`src/design/grwc_pkg.sv`:
```
// ----------------------------------------------------------------------------
// grwc_pkg: shared types, constants and trig tables
// Q.14 sine table, coordinate saturation and pipeline record types for the
// column ray caster.
// ----------------------------------------------------------------------------
`default_nettype none

package grwc_pkg;

  localparam int PIPE_DEPTH  = 77;   // total register stages, input to output
  localparam int DIV_NW      = 29;   // divider numerator / quotient width
  localparam int DIV_DW      = 18;   // divider denominator width
  localparam int DIV_LAT     = DIV_NW;
  localparam int MARCH_STEPS = 8;

  localparam logic [DIV_NW-1:0] HEIGHT_NUM = 29'd5242880;  // 64*320*256
  localparam logic [17:0] DIST_MAX   = 18'd262143;
  localparam logic [17:0] FULL_LIMIT = 18'd16384;          // height 320 at or below
  localparam logic [8:0]  SCREEN_H   = 9'd320;
  localparam logic [7:0]  SCREEN_MID = 8'd160;

  typedef logic signed [20:0] coord_t;
  typedef logic signed [15:0] trig_t;

  localparam logic [14:0] SIN_QUARTER [0:90] = '{
    15'd0,     15'd286,   15'd572,   15'd857,   15'd1143,  15'd1428,  15'd1713,
    15'd1997,  15'd2280,  15'd2563,  15'd2845,  15'd3126,  15'd3406,  15'd3686,
    15'd3964,  15'd4240,  15'd4516,  15'd4790,  15'd5063,  15'd5334,  15'd5604,
    15'd5872,  15'd6138,  15'd6402,  15'd6664,  15'd6924,  15'd7182,  15'd7438,
    15'd7692,  15'd7943,  15'd8192,  15'd8438,  15'd8682,  15'd8923,  15'd9162,
    15'd9397,  15'd9630,  15'd9860,  15'd10087, 15'd10311, 15'd10531, 15'd10749,
    15'd10963, 15'd11174, 15'd11381, 15'd11585, 15'd11786, 15'd11982, 15'd12176,
    15'd12365, 15'd12551, 15'd12733, 15'd12911, 15'd13085, 15'd13255, 15'd13421,
    15'd13583, 15'd13741, 15'd13894, 15'd14044, 15'd14189, 15'd14330, 15'd14466,
    15'd14598, 15'd14726, 15'd14849, 15'd14968, 15'd15082, 15'd15191, 15'd15296,
    15'd15396, 15'd15491, 15'd15582, 15'd15668, 15'd15749, 15'd15826, 15'd15897,
    15'd15964, 15'd16026, 15'd16083, 15'd16135, 15'd16182, 15'd16225, 15'd16262,
    15'd16294, 15'd16322, 15'd16344, 15'd16362, 15'd16374, 15'd16382, 15'd16384
  };

  // Side data that rides alongside the intercept dividers
  typedef struct packed {
    logic [16:0] px;
    logic [16:0] py;
    trig_t       s;
    trig_t       c;
    logic [14:0] cc;
    coord_t      rx0;
    coord_t      ry0;
    logic        neg1;
    logic        neg3;
  } side_t;

  typedef struct packed {
    logic [16:0] px;
    logic [16:0] py;
    trig_t       s;
    trig_t       c;
    logic [14:0] cc;
  } pos_t;

  typedef struct packed {
    coord_t rx;
    coord_t ry;
    coord_t xo;
    coord_t yo;
    logic   live;
    logic   hit;
  } march_t;

  typedef struct packed {
    logic [17:0] corr;
    logic        use_v;
    logic        found;
    logic        big;
  } fin_t;

  function automatic trig_t sin_deg(input logic [8:0] a);
    logic [8:0] k;
    logic       neg;
    if (a <= 9'd90) begin
      k = a;
      neg = 1'b0;
    end else if (a <= 9'd180) begin
      k = 9'd180 - a;
      neg = 1'b0;
    end else if (a <= 9'd270) begin
      k = a - 9'd180;
      neg = 1'b1;
    end else begin
      k = 9'd360 - a;
      neg = 1'b1;
    end
    return neg ? -$signed({1'b0, SIN_QUARTER[k[6:0]]})
               : $signed({1'b0, SIN_QUARTER[k[6:0]]});
  endfunction

  function automatic trig_t cos_deg(input logic [8:0] a);
    logic [8:0] b;
    b = (a >= 9'd270) ? (a - 9'd270) : (a + 9'd90);
    return sin_deg(b);
  endfunction

  function automatic coord_t sat_coord(input logic signed [31:0] v);
    if (v > 32'sd1048575) return 21'sd1048575;
    if (v < -32'sd1048575) return -21'sd1048575;
    return v[20:0];
  endfunction

endpackage

`default_nettype wire

```
`src/design/grwc_div.sv`:
```
// ----------------------------------------------------------------------------
// grwc_div: pipelined unsigned divider
// Restoring division, one quotient bit per stage, DIV_NW stages.
// ----------------------------------------------------------------------------
`default_nettype none

module grwc_div (
  input  wire                         clk,
  input  wire                         en,
  input  wire [grwc_pkg::DIV_NW-1:0]  num,
  input  wire [grwc_pkg::DIV_DW-1:0]  den,
  output logic [grwc_pkg::DIV_NW-1:0] quot
);
  import grwc_pkg::*;

  logic [DIV_DW-1:0] rem_r [0:DIV_NW-1];
  logic [DIV_NW-1:0] nq_r  [0:DIV_NW-1];   // numerator bits left, quotient bits in
  logic [DIV_DW-1:0] den_r [0:DIV_NW-1];

  for (genvar i = 0; i < DIV_NW; i++) begin : g_stage
    logic [DIV_DW-1:0] rem_in;
    logic [DIV_NW-1:0] nq_in;
    logic [DIV_DW-1:0] den_in;
    logic [DIV_DW:0]   trial;
    logic [DIV_DW:0]   diff;
    logic              ge;

    if (i == 0) begin : g_first
      assign rem_in = '0;
      assign nq_in  = num;
      assign den_in = den;
    end else begin : g_next
      assign rem_in = rem_r[i-1];
      assign nq_in  = nq_r[i-1];
      assign den_in = den_r[i-1];
    end

    assign trial = {rem_in, nq_in[DIV_NW-1]};
    assign diff  = trial - {1'b0, den_in};
    assign ge    = (trial >= {1'b0, den_in});

    always_ff @(posedge clk) begin
      if (en) begin
        rem_r[i] <= ge ? diff[DIV_DW-1:0] : trial[DIV_DW-1:0];
        nq_r[i]  <= {nq_in[DIV_NW-2:0], ge};
        den_r[i] <= den_in;
      end
    end
  end

  assign quot = nq_r[DIV_NW-1];

endmodule

`default_nettype wire

```
`config.mk`:
```
export PLATFORM = sky130hd
export DESIGN_NAME = grwc_div
export DESIGN_NICKNAME = d
export VERILOG_FILES = /design/src/design/grwc_pkg.sv /design/src/design/grwc_div.sv
export SDC_FILE = /design/constraint.sdc
export NUM_CORES = 2
export LEC_CHECK = 0
export ABC_AREA = 1
export BUFFER_PORTS_ARGS = -buffer_cell sky130_fd_sc_hd__buf_2
export CAP_MARGIN = 20
export CORE_MARGIN = 1.5
export CORE_UTILIZATION = 28
export CTS_CLUSTER_DIAMETER = 50
export DETAILED_ROUTE_END_ITERATION = 10
export GPL_TIMING_DRIVEN = 0
export PLACE_DENSITY = 0.4
export SLEW_MARGIN = 20
export SYNTH_ARGS = -nofsm -noshare
export SYNTH_HDL_FRONTEND = slang
export SYNTH_SLANG_ARGS = --single-unit
```
`constraint.sdc`:
```
create_clock -name clk -period 6.1 [get_ports clk]
set_clock_uncertainty 0.15 [all_clocks]
set_input_delay 0.915 -clock clk [delete_from_list [all_inputs] [get_ports clk]]
set_output_delay 0.915 -clock clk [all_outputs]
set_load 0.02 [all_outputs]
```
==> impl_metrics.toml <==
[place]
gp_congestion = 0.8465
post_dp_cell_area_um2 = 102200
dpl_worst_slack_ns = 0.7578
io_buffers = 77
dp.final_hpwl_mm = 194.9

[sta]
setup_viol = 0
tns_ns = 0
rsz0062_at_grt = "false"
slew_headroom_pct = 23.28
worstMarginPinSlew_ns = 1.151
layout_min_cycle_time_ns = 4.262
finalHoldViolCount = 0
setup_slack_ns = 1.838
finalCritPeriodShare_pct = 69.87
maxSlewViolCount = 0
max_freq_ghz = 0.2346

[outcome]
status = "finished, violations left"
violations = "DRC"

[clock_tree]
clkSinkCount = 1849
insertion_delay_ns = 0.89
cts_max_path_buffers = 4
cts.clk_slew.worst_paths_ns = 0.05
cts_buffers = 305
root_buffer = "clkbuf_16"
cts_htree_levels = 5
post_cts_buffers = 0
cts_tree = "done"

[power_and_ir_drop]
switching_share_pct = 38.45
p_sw_mw = 22.28
clkPwrFrac_pct = 30.0
combinationalPowerShare_pct = 36.9
peakVddDrop_v = 0.0001984
powerDensity_nw_per_um2 = 513.5
p_int_mw = 35.66
power.share.sequential_pct = 33.1
p_leak_nw = 49.51

[global_route]
gr-usage-all-layers_pct = 14.75
grt-ovfl-total = 0
grt_first_pass_wirelength_mm = 398.1
grt_pass1_vias = 66060
grt_max_degree = 137
antenna_found_initial = 4

[floorplanning]
start_util_pct = 28.16
die_area_um2 = 345200
rows = 214
ios = 78
core_area_um2 = 339800
fp.dieH_um = 587.5
die_w_um = 587.5

[synthesis]
synth_area_leaders = "edfxtp_1 58%, nand2_1 12%, ha_1 6.6%"
synth_area_um2 = 95670
yosys.area.top_type_share_pct = 58.04
yosysSeqAreaShare_pct = 58.04
ys_seq_elements = 1849
ys_types = 41
ys_warn_count = 0
synth_top_area_cell = "edfxtp_1"
syn_area_per_cell_um2 = 9.811
syn_inst = 9751
synth_fp_nets = 10330

[setup_path]
cp_slowest_stage_delay_ns = 0.49
cp_data_required_time_ns = 6.44
criticalPathCategory = "primary input to flop"
crit_cells = 7
critPathMostFrequentCell = "buf_16"
reg2reg_depth = 9
cp_max_fo = 133
cp_num_buf_inv = 7
arrival_ns = 4.60
slowest_stage = "buf_16"
worst_setup_path_end_kind = "flop"
crit_family = "buffers and inverters"
crit_path_start_kind = "primary input"
path_cells = "buf_12 -> buf_16 -> buf_16 -> buf_16 -> buf_16 -> buf_16 -> buf_16"

[hold_path]
hold_path_depth = 1
hp-class = "primary input to flop"

[route]
vias_per_cell = 4.426
drt-pass1-iter-count = 9
drt_iter0_markers = 4359
drtAntennaViolNets = 0
wl_mm = 258.3
post_drt_wl_per_cell_um = 17.25
drcViolationCount = 2
vias = 66250

[layout]
fillCellCount = 34770
regArea_um2 = 55520
fin_util_pct = 33.21
fin_nets = 10770
drive_above_1_share_pct = 9.605
multi_input_area_um2 = 33940
final_cell_area_um2 = 112800
synthToLayoutAreaGrowth_pct = 17.94

[run]
maxCapViolCount = 0
==> power by group through the flow <==
stage,registers [mW],logic (mW),clock network (mW)
final,19.2,21.4,17.4
after global routing,19.4,24.4,18.6
after CTS,19.3,21.6,18.1
after detailed placement,19.5,21.5,0
after global placement,20.3,21.5,0
after floorplan,18.5,15.4,0
==> area by class of cell <==
| class | instances | share of cell area (%) |
|---|---|---|
| sequential | 1849 | 49.21 |
| clock buffer | 337 | 6.965 |
| multi-input combinational | 6362 | 30.08 |
| inverter | 1449 | 4.821 |
| timing repair buffer | 126 | 1.022 |
| buffer | 91 | 0.6975 |
| antenna | 2 | 0.004436 |
| clock inverter | 218 | 2.171 |
| tap | 4536 | 5.030 |
==> metal layers <==
metal / up-vias / routed length [um] / track usage, %
met4: 0 / 6496 / 4.118
met5: - / 0 / 0
met2: 1161 / 117500 / 23.80
met1: 31340 / 124000 / 20.61
li1: 33360 / - / -
met3: 393 / 10290 / 2.060
==> worst reg2reg max path, delay by kind of cell (launching register included) <==
family / cells / cell delay, ns
compound gates: 1 / 0.90
fa+ha+maj: 1 / 0.33
buf+inv: 2 / 0.15
flops: 1 / 0.45
simple gates: 5 / 0.94
==> stage by stage <==
stage | hold slack, ns | power (mW) | instances
after global routing | 0.02936 | 62.39 | 14970
after detailed placement | 0.2545 | 40.93 | 14380
after floorplan | 0.2503 | 33.90 | 9751
after global placement | 0.2503 | 41.73 | 14360
final | 0.1034 | 57.94 | 14970
after CTS | 0.0003061 | 58.91 | 14970
==> timing repair <==
item | CTS | global route
hold buffers | 34 | 0
resized for setup | 0 | 0
hold endpoints to repair | 34 | 0
==> registers in the layout, summed over array words and instances, names as in the netlist <==
| signal | cells |
|---|---|
| nq_r | 841 |
| den_r | 504 |
| rem_r | 504 |
==> cells in the mapped netlist, drive strengths merged <==
cell type	number
nand2	3138
edfxtp	1849
inv	1444
nand3	802
nor2	710
ha	506
a21oi	275
nand3b	218
xor2	205
o21ai	146
nor3	110
buf	91
nand4	75
or2	57
fa	27
o21bai	27
and2	25
xnor2	12
nor4	11
a31oi	9
a41oi	6
clkinv	5
o21a	2
o31ai	1
==> final timing paths <==
check	start	to	slack [ns]
max	en	rem_r[1][47]$_DFFE_PP_	1.84
min	num[12]	nq_r[0][13]$_DFFE_PP_	0.10
max reg2reg	den_r[0][99]$_DFFE_PP_	rem_r[0][123]$_DFFE_PP_	2.95
min reg2reg	nq_r[3][87]$_DFFE_PP_	nq_r[4][1]$_DFFE_PP_	0.23
==> cell usage in the layout, fill, tap and decap left out, types with 57 or more instances in the layout <==
cell type and n:
clkbuf_16 310, nor2_1 679, o21ai_2 60, nand3b_1 218, edfxtp_1 1849, nand3_1 785, or2_2 57, nand2_2 63
ha_1 506, nand4_1 66, inv_1 1432, buf_2 109, xor2_1 205, a21oi_1 241, nor3_1 109, o21ai_0 62
nand2_1 3057
==> cell families after synthesis <==
logic type / share of synthesized area, %
and+or+nand+nor: 23.32
DFF: 58.04
buffers and inverters: 6.508
adders and majority gates: 7.183
AOI/OAI and AO/OA: 2.962
xor gates and xnor gates: 1.987
Note: power is estimated with default switching activity, not from simulation.
